$ cat src/kb64_pkg.sv
`default_nettype none

package kb64_pkg;

    localparam int ALPHABET_SIZE = 64;
    localparam int ALPHA_AW      = 6;

    // Item actions.
    localparam logic [1:0] ACT_ALPHA   = 2'd0;
    localparam logic [1:0] ACT_REVERSE = 2'd1;
    localparam logic [1:0] ACT_DATA    = 2'd2;

    // Register indexes, taken from paddr[2].
    localparam logic REG_DIRECTION = 1'b0;
    localparam logic REG_PAD       = 1'b1;

    localparam logic DIR_ENCODE = 1'b0;
    localparam logic DIR_DECODE = 1'b1;

    localparam logic [7:0] PAD_RESET = 8'd61;

    // One group handed from the assembler to the emitter.
    typedef struct packed {
        logic        is_enc;
        logic [23:0] bits;
        logic [2:0]  nsym;   // symbols looked up in the alphabet (encode)
        logic [2:0]  nres;   // words to emit, 1 to 4
        logic        last;
        logic        err;
    } t_job;

endpackage

`default_nettype wire

$ cat src/kb64_ram.sv
`default_nettype none

module kb64_ram #(
    parameter int WIDTH = 8,
    parameter int DEPTH = 64
) (
    input  wire logic                     i_clk,
    input  wire logic                     i_we,
    input  wire logic [$clog2(DEPTH)-1:0] i_waddr,
    input  wire logic [WIDTH-1:0]         i_wdata,
    input  wire logic                     i_re,
    input  wire logic [$clog2(DEPTH)-1:0] i_raddr,
    output logic      [WIDTH-1:0]         o_rdata
);

    logic [WIDTH-1:0] r_mem [DEPTH];
    logic [WIDTH-1:0] r_rdata;

    always_ff @(posedge i_clk) begin
        if (i_we) begin
            r_mem[i_waddr] <= i_wdata;
        end
        if (i_re) begin
            r_rdata <= r_mem[i_raddr];
        end
    end

    assign o_rdata = r_rdata;

endmodule

`default_nettype wire

$ cat src/kb64_group.sv
`default_nettype none

module kb64_group (
    input  wire logic             i_clk,
    input  wire logic             i_rst_n,
    input  wire logic             i_dir,
    input  wire logic [7:0]       i_pad,
    input  wire logic             i_clear,
    input  wire logic             i_load,
    input  wire logic [7:0]       i_data,
    input  wire logic             i_last,
    input  wire logic             i_in_range,
    input  wire logic [5:0]       i_rev_data,
    input  wire logic             i_job_ready,
    output logic                  o_job_valid,
    output kb64_pkg::t_job        o_job,
    output logic                  o_hold,
    output logic                  o_busy
);

    logic        r_b_valid, n_b_valid;
    logic [7:0]  r_b_data;
    logic        r_b_last;
    logic        r_b_in_range;
    logic [23:0] r_bits, n_bits;
    logic [1:0]  r_gc, n_gc;
    logic [1:0]  r_sc, n_sc;

    logic [1:0]  eff_gc, enc_gc1;
    logic [23:0] eff_bits, enc_bits;
    logic        enc_job;

    logic        is_pad, full, dec_job, dec_err;
    logic [5:0]  v;
    logic [23:0] dec_bits, bits_after;
    logic [1:0]  gc_after, sc1;

    logic        makes_job, adv, fire;
    kb64_pkg::t_job job;

    // Encode: pack the byte into the next slot of the group.
    always_comb begin
        eff_gc   = (r_gc == 2'd3) ? 2'd0 : r_gc;
        eff_bits = (r_gc == 2'd3) ? 24'd0 : r_bits;
        unique case (eff_gc)
            2'd0:    enc_bits = eff_bits | {r_b_data, 16'd0};
            2'd1:    enc_bits = eff_bits | {8'd0, r_b_data, 8'd0};
            default: enc_bits = eff_bits | {16'd0, r_b_data};
        endcase
        enc_gc1 = eff_gc + 2'd1;
        enc_job = (enc_gc1 == 2'd3) || r_b_last;
    end

    // Decode: place the sextet from the reverse table into the group.
    always_comb begin
        is_pad = (r_b_data == i_pad);
        v      = r_b_in_range ? i_rev_data : 6'd0;
        unique case (r_gc)
            2'd0: dec_bits = r_bits | {v, 18'd0};
            2'd1: dec_bits = r_bits | {6'd0, v, 12'd0};
            2'd2: dec_bits = r_bits | {12'd0, v, 6'd0};
            2'd3: dec_bits = r_bits | {18'd0, v};
        endcase
        full       = !is_pad && (r_gc == 2'd3);
        gc_after   = is_pad ? r_gc : (full ? 2'd0 : r_gc + 2'd1);
        bits_after = is_pad ? r_bits : (full ? 24'd0 : dec_bits);
        sc1        = r_sc + 2'd1;
        dec_err    = (sc1 != 2'd0) || (gc_after == 2'd1);
        dec_job    = full || r_b_last;
    end

    always_comb begin
        job = '0;
        if (i_dir == kb64_pkg::DIR_ENCODE) begin
            job.is_enc = 1'b1;
            job.bits   = enc_bits;
            job.nsym   = {1'b0, enc_gc1} + 3'd1;
            job.nres   = 3'd4;
            job.last   = r_b_last;
            job.err    = 1'b0;
        end else begin
            job.is_enc = 1'b0;
            job.nsym   = 3'd0;
            job.last   = r_b_last;
            job.err    = r_b_last && dec_err;
            if (full) begin
                job.bits = dec_bits;
                job.nres = 3'd3;
            end else if (gc_after >= 2'd2) begin
                job.bits = bits_after;
                job.nres = {1'b0, gc_after} - 3'd1;
            end else begin
                // Nothing left to emit: a single zero word carries the flags.
                job.bits = 24'd0;
                job.nres = 3'd1;
            end
        end
    end

    assign makes_job   = r_b_valid && ((i_dir == kb64_pkg::DIR_ENCODE) ? enc_job : dec_job);
    assign adv         = !makes_job || i_job_ready;
    assign fire        = r_b_valid && adv;
    assign o_job_valid = makes_job;
    assign o_job       = job;
    assign o_hold      = r_b_valid && !adv;
    assign o_busy      = r_b_valid;

    always_comb begin
        n_b_valid = adv ? i_load : r_b_valid;
        n_bits    = r_bits;
        n_gc      = r_gc;
        n_sc      = r_sc;
        if (i_clear) begin
            n_bits = 24'd0;
            n_gc   = 2'd0;
            n_sc   = 2'd0;
        end else if (fire) begin
            if (i_dir == kb64_pkg::DIR_ENCODE) begin
                if (enc_job) begin
                    n_bits = 24'd0;
                    n_gc   = 2'd0;
                    n_sc   = 2'd0;
                end else begin
                    n_bits = enc_bits;
                    n_gc   = enc_gc1;
                end
            end else begin
                if (r_b_last) begin
                    n_bits = 24'd0;
                    n_gc   = 2'd0;
                    n_sc   = 2'd0;
                end else begin
                    n_bits = bits_after;
                    n_gc   = gc_after;
                    n_sc   = sc1;
                end
            end
        end
    end

    always_ff @(posedge i_clk) begin
        if (!i_rst_n) begin
            r_b_valid <= 1'b0;
            r_bits    <= 24'd0;
            r_gc      <= 2'd0;
            r_sc      <= 2'd0;
        end else begin
            r_b_valid <= n_b_valid;
            r_bits    <= n_bits;
            r_gc      <= n_gc;
            r_sc      <= n_sc;
        end
    end

    always_ff @(posedge i_clk) begin
        if (adv && i_load) begin
            r_b_data     <= i_data;
            r_b_last     <= i_last;
            r_b_in_range <= i_in_range;
        end
    end

endmodule

`default_nettype wire

$ cat src/kb64_emit.sv
`default_nettype none

module kb64_emit (
    input  wire logic                            i_clk,
    input  wire logic                            i_rst_n,
    input  wire logic [7:0]                      i_pad,
    input  wire logic                            i_job_valid,
    input  wire kb64_pkg::t_job                  i_job,
    output logic                                 o_job_ready,
    output logic                                 o_busy,
    output logic                                 o_a_re,
    output logic [kb64_pkg::ALPHA_AW-1:0]        o_a_raddr,
    input  wire logic [7:0]                      i_a_rdata,
    output logic                                 o_valid,
    input  wire logic                            i_stall,
    output logic [7:0]                           o_out_byte,
    output logic                                 o_out_last,
    output logic                                 o_length_error
);

    logic           r_j_valid, n_j_valid;
    kb64_pkg::t_job r_j, n_j;
    logic [1:0]     r_q, n_q;

    logic           r_e_valid, r_e_ram, r_e_last, r_e_err;
    logic [7:0]     r_e_byte;

    logic           r_o_valid, r_o_last, r_o_err;
    logic [7:0]     r_o_byte;

    logic           out_ready, e_adv, step, last_step;
    logic [5:0]     sextet;
    logic [7:0]     octet;

    assign out_ready = !r_o_valid || !i_stall;
    assign e_adv     = !r_e_valid || out_ready;
    assign step      = r_j_valid && e_adv;
    assign last_step = ({1'b0, r_q} == (r_j.nres - 3'd1));

    assign o_job_ready = !r_j_valid || (step && last_step);
    assign o_busy      = r_j_valid;

    // Sextet q of the group, most significant first.
    always_comb begin
        unique case (r_q)
            2'd0: sextet = r_j.bits[23:18];
            2'd1: sextet = r_j.bits[17:12];
            2'd2: sextet = r_j.bits[11:6];
            2'd3: sextet = r_j.bits[5:0];
        endcase
        unique case (r_q)
            2'd0:    octet = r_j.bits[23:16];
            2'd1:    octet = r_j.bits[15:8];
            2'd2:    octet = r_j.bits[7:0];
            default: octet = 8'd0;
        endcase
    end

    assign o_a_re    = step && r_j.is_enc && ({1'b0, r_q} < r_j.nsym);
    assign o_a_raddr = sextet;

    always_comb begin
        n_j_valid = r_j_valid;
        n_j       = r_j;
        n_q       = r_q;
        if (o_job_ready && i_job_valid) begin
            n_j_valid = 1'b1;
            n_j       = i_job;
            n_q       = 2'd0;
        end else if (step && last_step) begin
            n_j_valid = 1'b0;
        end else if (step) begin
            n_q = r_q + 2'd1;
        end
    end

    always_ff @(posedge i_clk) begin
        if (!i_rst_n) begin
            r_j_valid <= 1'b0;
            r_q       <= 2'd0;
            r_e_valid <= 1'b0;
            r_o_valid <= 1'b0;
        end else begin
            r_j_valid <= n_j_valid;
            r_q       <= n_q;
            if (e_adv) begin
                r_e_valid <= step;
            end
            if (out_ready) begin
                r_o_valid <= r_e_valid;
            end
        end
    end

    // The alphabet read data is registered in the RAM, so the word waits
    // one stage before it meets the read data.
    always_ff @(posedge i_clk) begin
        r_j <= n_j;
        if (e_adv) begin
            r_e_ram  <= o_a_re;
            r_e_byte <= r_j.is_enc ? i_pad : octet;
            r_e_last <= r_j.last && last_step;
            r_e_err  <= r_j.err;
        end
        if (out_ready) begin
            r_o_byte <= r_e_ram ? i_a_rdata : r_e_byte;
            r_o_last <= r_e_last;
            r_o_err  <= r_e_err;
        end
    end

    assign o_valid        = r_o_valid;
    assign o_out_byte     = r_o_byte;
    assign o_out_last     = r_o_last;
    assign o_length_error = r_o_err;

endmodule

`default_nettype wire

$ cat src/keyed_base64_codec.sv
// Channel   Direction  Handshake          Word
// input     in         i_valid / o_stall  i_action, i_table_index, i_table_value,
//                                         i_data_in, i_data_last
// output    out        o_valid / i_stall  o_out_byte, o_out_last, o_length_error
// config    in         APB psel/penable   paddr 0 direction, paddr 4 pad symbol
//
// One input word is taken per cycle while o_stall is low; results leave at one
// word per cycle while i_stall is low, from a single emitter, which also owns
// the one alphabet read port. Encoding is therefore bound by the emitter, which
// sends four symbols per three bytes; decoding takes one symbol per cycle.
// Reset is synchronous; the tables keep their contents and need no clearing pass.
// An alphabet write is held off while a group is still waiting for lookups.
`default_nettype none

module keyed_base64_codec #(
    parameter int REVERSE_SIZE = 256
) (
    input  wire logic        i_clk,
    input  wire logic        i_rst_n,
    input  wire logic        psel,
    input  wire logic        penable,
    input  wire logic        pwrite,
    input  wire logic [2:0]  paddr,
    input  wire logic [31:0] pwdata,
    output logic      [31:0] prdata,
    output logic             pready,
    input  wire logic        i_valid,
    output logic             o_stall,
    input  wire logic [1:0]  i_action,
    input  wire logic [7:0]  i_table_index,
    input  wire logic [7:0]  i_table_value,
    input  wire logic [7:0]  i_data_in,
    input  wire logic        i_data_last,
    output logic             o_valid,
    input  wire logic        i_stall,
    output logic [7:0]       o_out_byte,
    output logic             o_out_last,
    output logic             o_length_error
);

    localparam int RW = $clog2(REVERSE_SIZE);
    localparam logic [8:0] REV_LIMIT   = 9'(REVERSE_SIZE);
    localparam logic [8:0] ALPHA_LIMIT = 9'(kb64_pkg::ALPHABET_SIZE);

    logic       r_dir;
    logic [7:0] r_pad;
    logic       cfg_wr, clear;

    logic       accept, hold, alpha_block;
    logic       g_busy, e_busy;
    logic       a_we, r_we, r_re, load;
    logic       a_re;
    logic [kb64_pkg::ALPHA_AW-1:0] a_raddr;
    logic [7:0] a_rdata;
    logic [5:0] rev_rdata;
    logic       job_valid, job_ready;
    kb64_pkg::t_job job;

    // Configuration registers.
    assign cfg_wr = psel && penable && pwrite;
    assign clear  = cfg_wr && (paddr[2] == kb64_pkg::REG_DIRECTION);
    assign pready = 1'b1;
    assign prdata = (paddr[2] == kb64_pkg::REG_DIRECTION) ? {31'd0, r_dir} : {24'd0, r_pad};

    always_ff @(posedge i_clk) begin
        if (!i_rst_n) begin
            r_dir <= kb64_pkg::DIR_ENCODE;
            r_pad <= kb64_pkg::PAD_RESET;
        end else if (cfg_wr) begin
            if (paddr[2] == kb64_pkg::REG_DIRECTION) begin
                r_dir <= pwdata[0];
            end else begin
                r_pad <= pwdata[7:0];
            end
        end
    end

    // A new alphabet entry must not overtake a group still to be looked up.
    assign alpha_block = (i_action == kb64_pkg::ACT_ALPHA) && (g_busy || e_busy);
    assign o_stall     = hold || alpha_block;
    assign accept      = i_valid && !o_stall;

    assign a_we = accept && (i_action == kb64_pkg::ACT_ALPHA)
                  && ({1'b0, i_table_index} < ALPHA_LIMIT);
    assign r_we = accept && (i_action == kb64_pkg::ACT_REVERSE)
                  && ({1'b0, i_table_index} < REV_LIMIT);
    assign load = accept && (i_action == kb64_pkg::ACT_DATA);
    assign r_re = load && (r_dir == kb64_pkg::DIR_DECODE);

    kb64_ram #(
        .WIDTH(8),
        .DEPTH(kb64_pkg::ALPHABET_SIZE)
    ) u_alpha (
        .i_clk  (i_clk),
        .i_we   (a_we),
        .i_waddr(i_table_index[kb64_pkg::ALPHA_AW-1:0]),
        .i_wdata(i_table_value),
        .i_re   (a_re),
        .i_raddr(a_raddr),
        .o_rdata(a_rdata)
    );

    kb64_ram #(
        .WIDTH(6),
        .DEPTH(REVERSE_SIZE)
    ) u_reverse (
        .i_clk  (i_clk),
        .i_we   (r_we),
        .i_waddr(i_table_index[RW-1:0]),
        .i_wdata(i_table_value[5:0]),
        .i_re   (r_re),
        .i_raddr(i_data_in[RW-1:0]),
        .o_rdata(rev_rdata)
    );

    kb64_group u_group (
        .i_clk      (i_clk),
        .i_rst_n    (i_rst_n),
        .i_dir      (r_dir),
        .i_pad      (r_pad),
        .i_clear    (clear),
        .i_load     (load),
        .i_data     (i_data_in),
        .i_last     (i_data_last),
        .i_in_range ({1'b0, i_data_in} < REV_LIMIT),
        .i_rev_data (rev_rdata),
        .i_job_ready(job_ready),
        .o_job_valid(job_valid),
        .o_job      (job),
        .o_hold     (hold),
        .o_busy     (g_busy)
    );

    kb64_emit u_emit (
        .i_clk         (i_clk),
        .i_rst_n       (i_rst_n),
        .i_pad         (r_pad),
        .i_job_valid   (job_valid),
        .i_job         (job),
        .o_job_ready   (job_ready),
        .o_busy        (e_busy),
        .o_a_re        (a_re),
        .o_a_raddr     (a_raddr),
        .i_a_rdata     (a_rdata),
        .o_valid       (o_valid),
        .i_stall       (i_stall),
        .o_out_byte    (o_out_byte),
        .o_out_last    (o_out_last),
        .o_length_error(o_length_error)
    );

endmodule

`default_nettype wire
$ cat config.mk
export PLATFORM = sky130hd
export DESIGN_NAME = keyed_base64_codec
export DESIGN_NICKNAME = d
export VERILOG_FILES = /design/src/kb64_pkg.sv /design/src/kb64_ram.sv /design/src/kb64_group.sv /design/src/kb64_emit.sv /design/src/keyed_base64_codec.sv
export SDC_FILE = /design/constraint.sdc
export NUM_CORES = 2
export LEC_CHECK = 0
export BUFFER_PORTS_ARGS = -buffer_cell sky130_fd_sc_hd__buf_2
export CAP_MARGIN = 20
export CORE_MARGIN = 10
export CORE_UTILIZATION = 45
export DETAILED_ROUTE_END_ITERATION = 12
export HOLD_SLACK_MARGIN = 0.02
export PLACE_DENSITY = 0.71
export SYNTH_ARGS = -nofsm -noshare
export SYNTH_HDL_FRONTEND = slang
export SYNTH_SLANG_ARGS = --single-unit
$ cat constraint.sdc
create_clock -name i_clk -period 6.1 [get_ports i_clk]
set_input_delay 1.22 -clock i_clk [delete_from_list [all_inputs] [get_ports i_clk]]
set_output_delay 1.22 -clock i_clk [all_outputs]
set_load 0.05 [all_outputs]
==> flow_summary_export.csv <==
group,metric,value,unit
sta,slew_viol_final,0,
setup_path,cp_max_fo,15,
pwr,p_per_area,314.4,mW/mm2
sta,setup_tns,0,ns
clocking,htreeDepth,4,
sta,period_share,79.17,%
routing,routed_wl,210000,um
run,timing.max_cap.violations,0,
synthesis,synth_area_leaders,"edfxtp_1, mux4_2, nand2_1",
layout,multi_input_area,0.02038,mm2
setup_path,critPathCaptureType,"flip-flop",
sta,timing.final.crit_period,4.830,ns
floorplanning,io-pin-count,114,
clocking,cts_tree,"done",
sta,setup_slack,1.270,ns
outcome,violations,"design-rule violations",
placement,place_area,0.08978,mm2
sta,rsz0062_at_grt,"false",
layout,area_delta_synth_final,11.16,%
routing,drtAntennaViolNets,0,
global_routing,overflow,0,
clocking,post_cts_buffers,0,
placement,hpwl,129300,um
setup_path,crit_buf_inv,1,
floorplanning,design.core.area,0.1920,mm2
routing,vias,47820,
global_routing,grt_usage,19.37,%
synthesis,ys.flop_type,"edfxtp_1",
placement,io_buffers,62,
sta,max_freq,0.2071,GHz
clocking,clkTransAtPathRegs,0.06,ns
synthesis,synth.distinct_cells,72,
synthesis,synth-edff-count,2125,
setup_path,required,6.60,ns
routing,drt_iter0_markers,6264,
routing,wire_per_inst,26.91,um
layout,design_area,0.09635,mm2
routing,drcViolationCount,1,
pwr,leakagePower,30.24,nW
floorplanning,die-height,458.9,um
routing,vias_per_cell,6.129,
layout,fillers,15120,
synthesis,syn_avg_cell_area,17.24,um2
synthesis,postSynthCellCount,5027,
global_routing,antenna_found_initial,8,
layout,regArea,0.06467,mm2
synthesis,synth_top_area_cell,"edfxtp_1",
setup_path,start_kind,"flip-flop",
clocking,root_buffer,"clkbuf_16",
pwr,ir_drop,0.0002325,V
floorplanning,num_rows,161,
synthesis,netlist_area,0.08667,mm2
floorplanning,die_w,458.9,um
synthesis,ys_top_cells_by_count,"edfxtp_1, nand2_1, nor2_1",
setup_path,criticalPathCategory,"flip-flop to flip-flop",
placement,post-place-ws,1.276,ns
layout,final_layout_size_suffix_gt1_share,16.42,%
setup_path,critPathSlowestCell,"a222oi_1",
synthesis,synth_top_area_share,73.62,%
synthesis,async_reset_ff_share,0,%
clocking,hold_buffers,0,
global_routing,grt_pass1_wl,309800,um
routing,dr.pass1.iters,13,
clocking,clock_latency,0.83,ns
placement,gp_congestion,0.8693,
setup_path,crit_chain,"inv_1 -> ha_1 -> a222oi_1 -> mux2i_1 -> nor2_2 -> a31oi_1 -> a41o_1 -> a221oi_1 -> nor4_1",
min_path,min_path_type,"flip-flop to flip-flop",
layout,final_util,50.19,%
clocking,cts_resized,0,
sta,slew_headroom,18.83,%
synthesis,ys_seq_area_share,74.62,%
sta,final-hold-violation-count,0,
clocking,clk_path_buf_depth,3,
synthesis,yosysWarningCount,0,
synthesis,yosysMostFrequentCell,"edfxtp_1",
setup_path,crit_family,"compound AO/OA/AOI/OAI gates",
pwr,p_total,30.29,mW
floorplanning,fp.dieArea,0.2106,mm2
sta,tightest_slew,1.213,ns
global_routing,grt_pass1_vias,46620,
clocking,cts_sinks,2168,
synthesis,ys_ff_latch,2168,
setup_path,max_stage_delay,0.86,ns
sta,setup_violations,0,
outcome,status,"finished with violations",
setup_path,critical_path_arrival,5.33,ns
sta,skew,0.04831,ns
clocking,cts_buffers,203,
floorplanning,start_util,45.15,%
layout,nNetsFinal,5189,
global_routing,grt_max_degree,207,
==> kinds of logic after synthesis <==
| family | after synthesis | synth area share, % |
|---|---|---|
| AO/OA/AOI/OAI | 621 | 4.921 |
| XOR/XNOR | 12 | 0.1213 |
| adder cells (fa/ha/maj) | 14 | 0.2021 |
| buffers and inverters | 345 | 2.067 |
| flip-flops | 2168 | 74.62 |
| multiplexers | 536 | 11.48 |
| other | 2 | 0.008665 |
| AND/OR/NAND/NOR | 1329 | 6.589 |
==> sequential cells by signal, summed over array words and instances, names as in the netlist, 24 cells and up <==
name / cells
u_alpha.r_mem: 512
u_emit.r_j: 33
u_group.r_bits: 24
u_reverse.r_mem: 1536
==> report_power, final <==
group	switching (mW)	internal, mW
logic	0.991	0.462
registers	0.0169	16.4
clock network	5.50	6.95
==> metal layers <==
layer  vias to the layer above  GRT usage, %  wire, um
met5                         -        0.1357        92
met4                         8         6.827      7763
met3                       447         4.605     22260
met2                      2847         29.94     97750
met1                     24420         27.02     82100
li1                      20100             -         -
==> per-stage QoR <==
step / hold slack [ns] / cells
floorplan: 0.4003 / 5050
global placement: 0.4047 / 7423
detailed placement: 0.4074 / 7425
CTS: 0.4222 / 7799
global route: 0.4375 / 7802
finish: 0.4214 / 7802
==> cells in the final DEF, fill, tap and decap left out, types with 53 or more instances in the layout <==
cell type,count
nor2_1,427
a21oi_1,121
buf_2,53
mux2i_1,151
o21ai_0,64
a31oi_1,92
nand3_1,150
edfxtp_1,2125
nand2_1,528
mux4_2,364
clkbuf_16,204
buf_4,88
==> worst paths after layout <==
| check | start | endpoint | slack (ns) | cells past startpoint |
|---|---|---|---|---|
| max | u_emit.r_q[1]$_SDFFE_PP0P_ | u_alpha.o_rdata[0]$_DFFE_PP_ | 1.27 | 9 |
| min | u_emit.r_e_last$_DFFE_PN_ | u_emit.o_out_last$_DFFE_PP_ | 0.42 | 0 |
| max reg2reg | u_emit.r_q[1]$_SDFFE_PP0P_ | u_alpha.o_rdata[0]$_DFFE_PP_ | 1.27 | 9 |
| min reg2reg | u_emit.r_e_last$_DFFE_PN_ | u_emit.o_out_last$_DFFE_PP_ | 0.42 | 0 |
==> layout make-up <==
class / instances / area share, %
Sequential cell: 2168 / 67.12
Multi-Input combinational cell: 2537 / 21.15
Clock buffer: 250 / 5.488
Tap cell: 2526 / 3.280
Timing Repair Buffer: 172 / 1.562
Clock inverter: 124 / 1.295
Inverter: 24 / 0.09610
Antenna cell: 1 / 0.002597
Note: power is estimated with default switching activity, not from simulation.
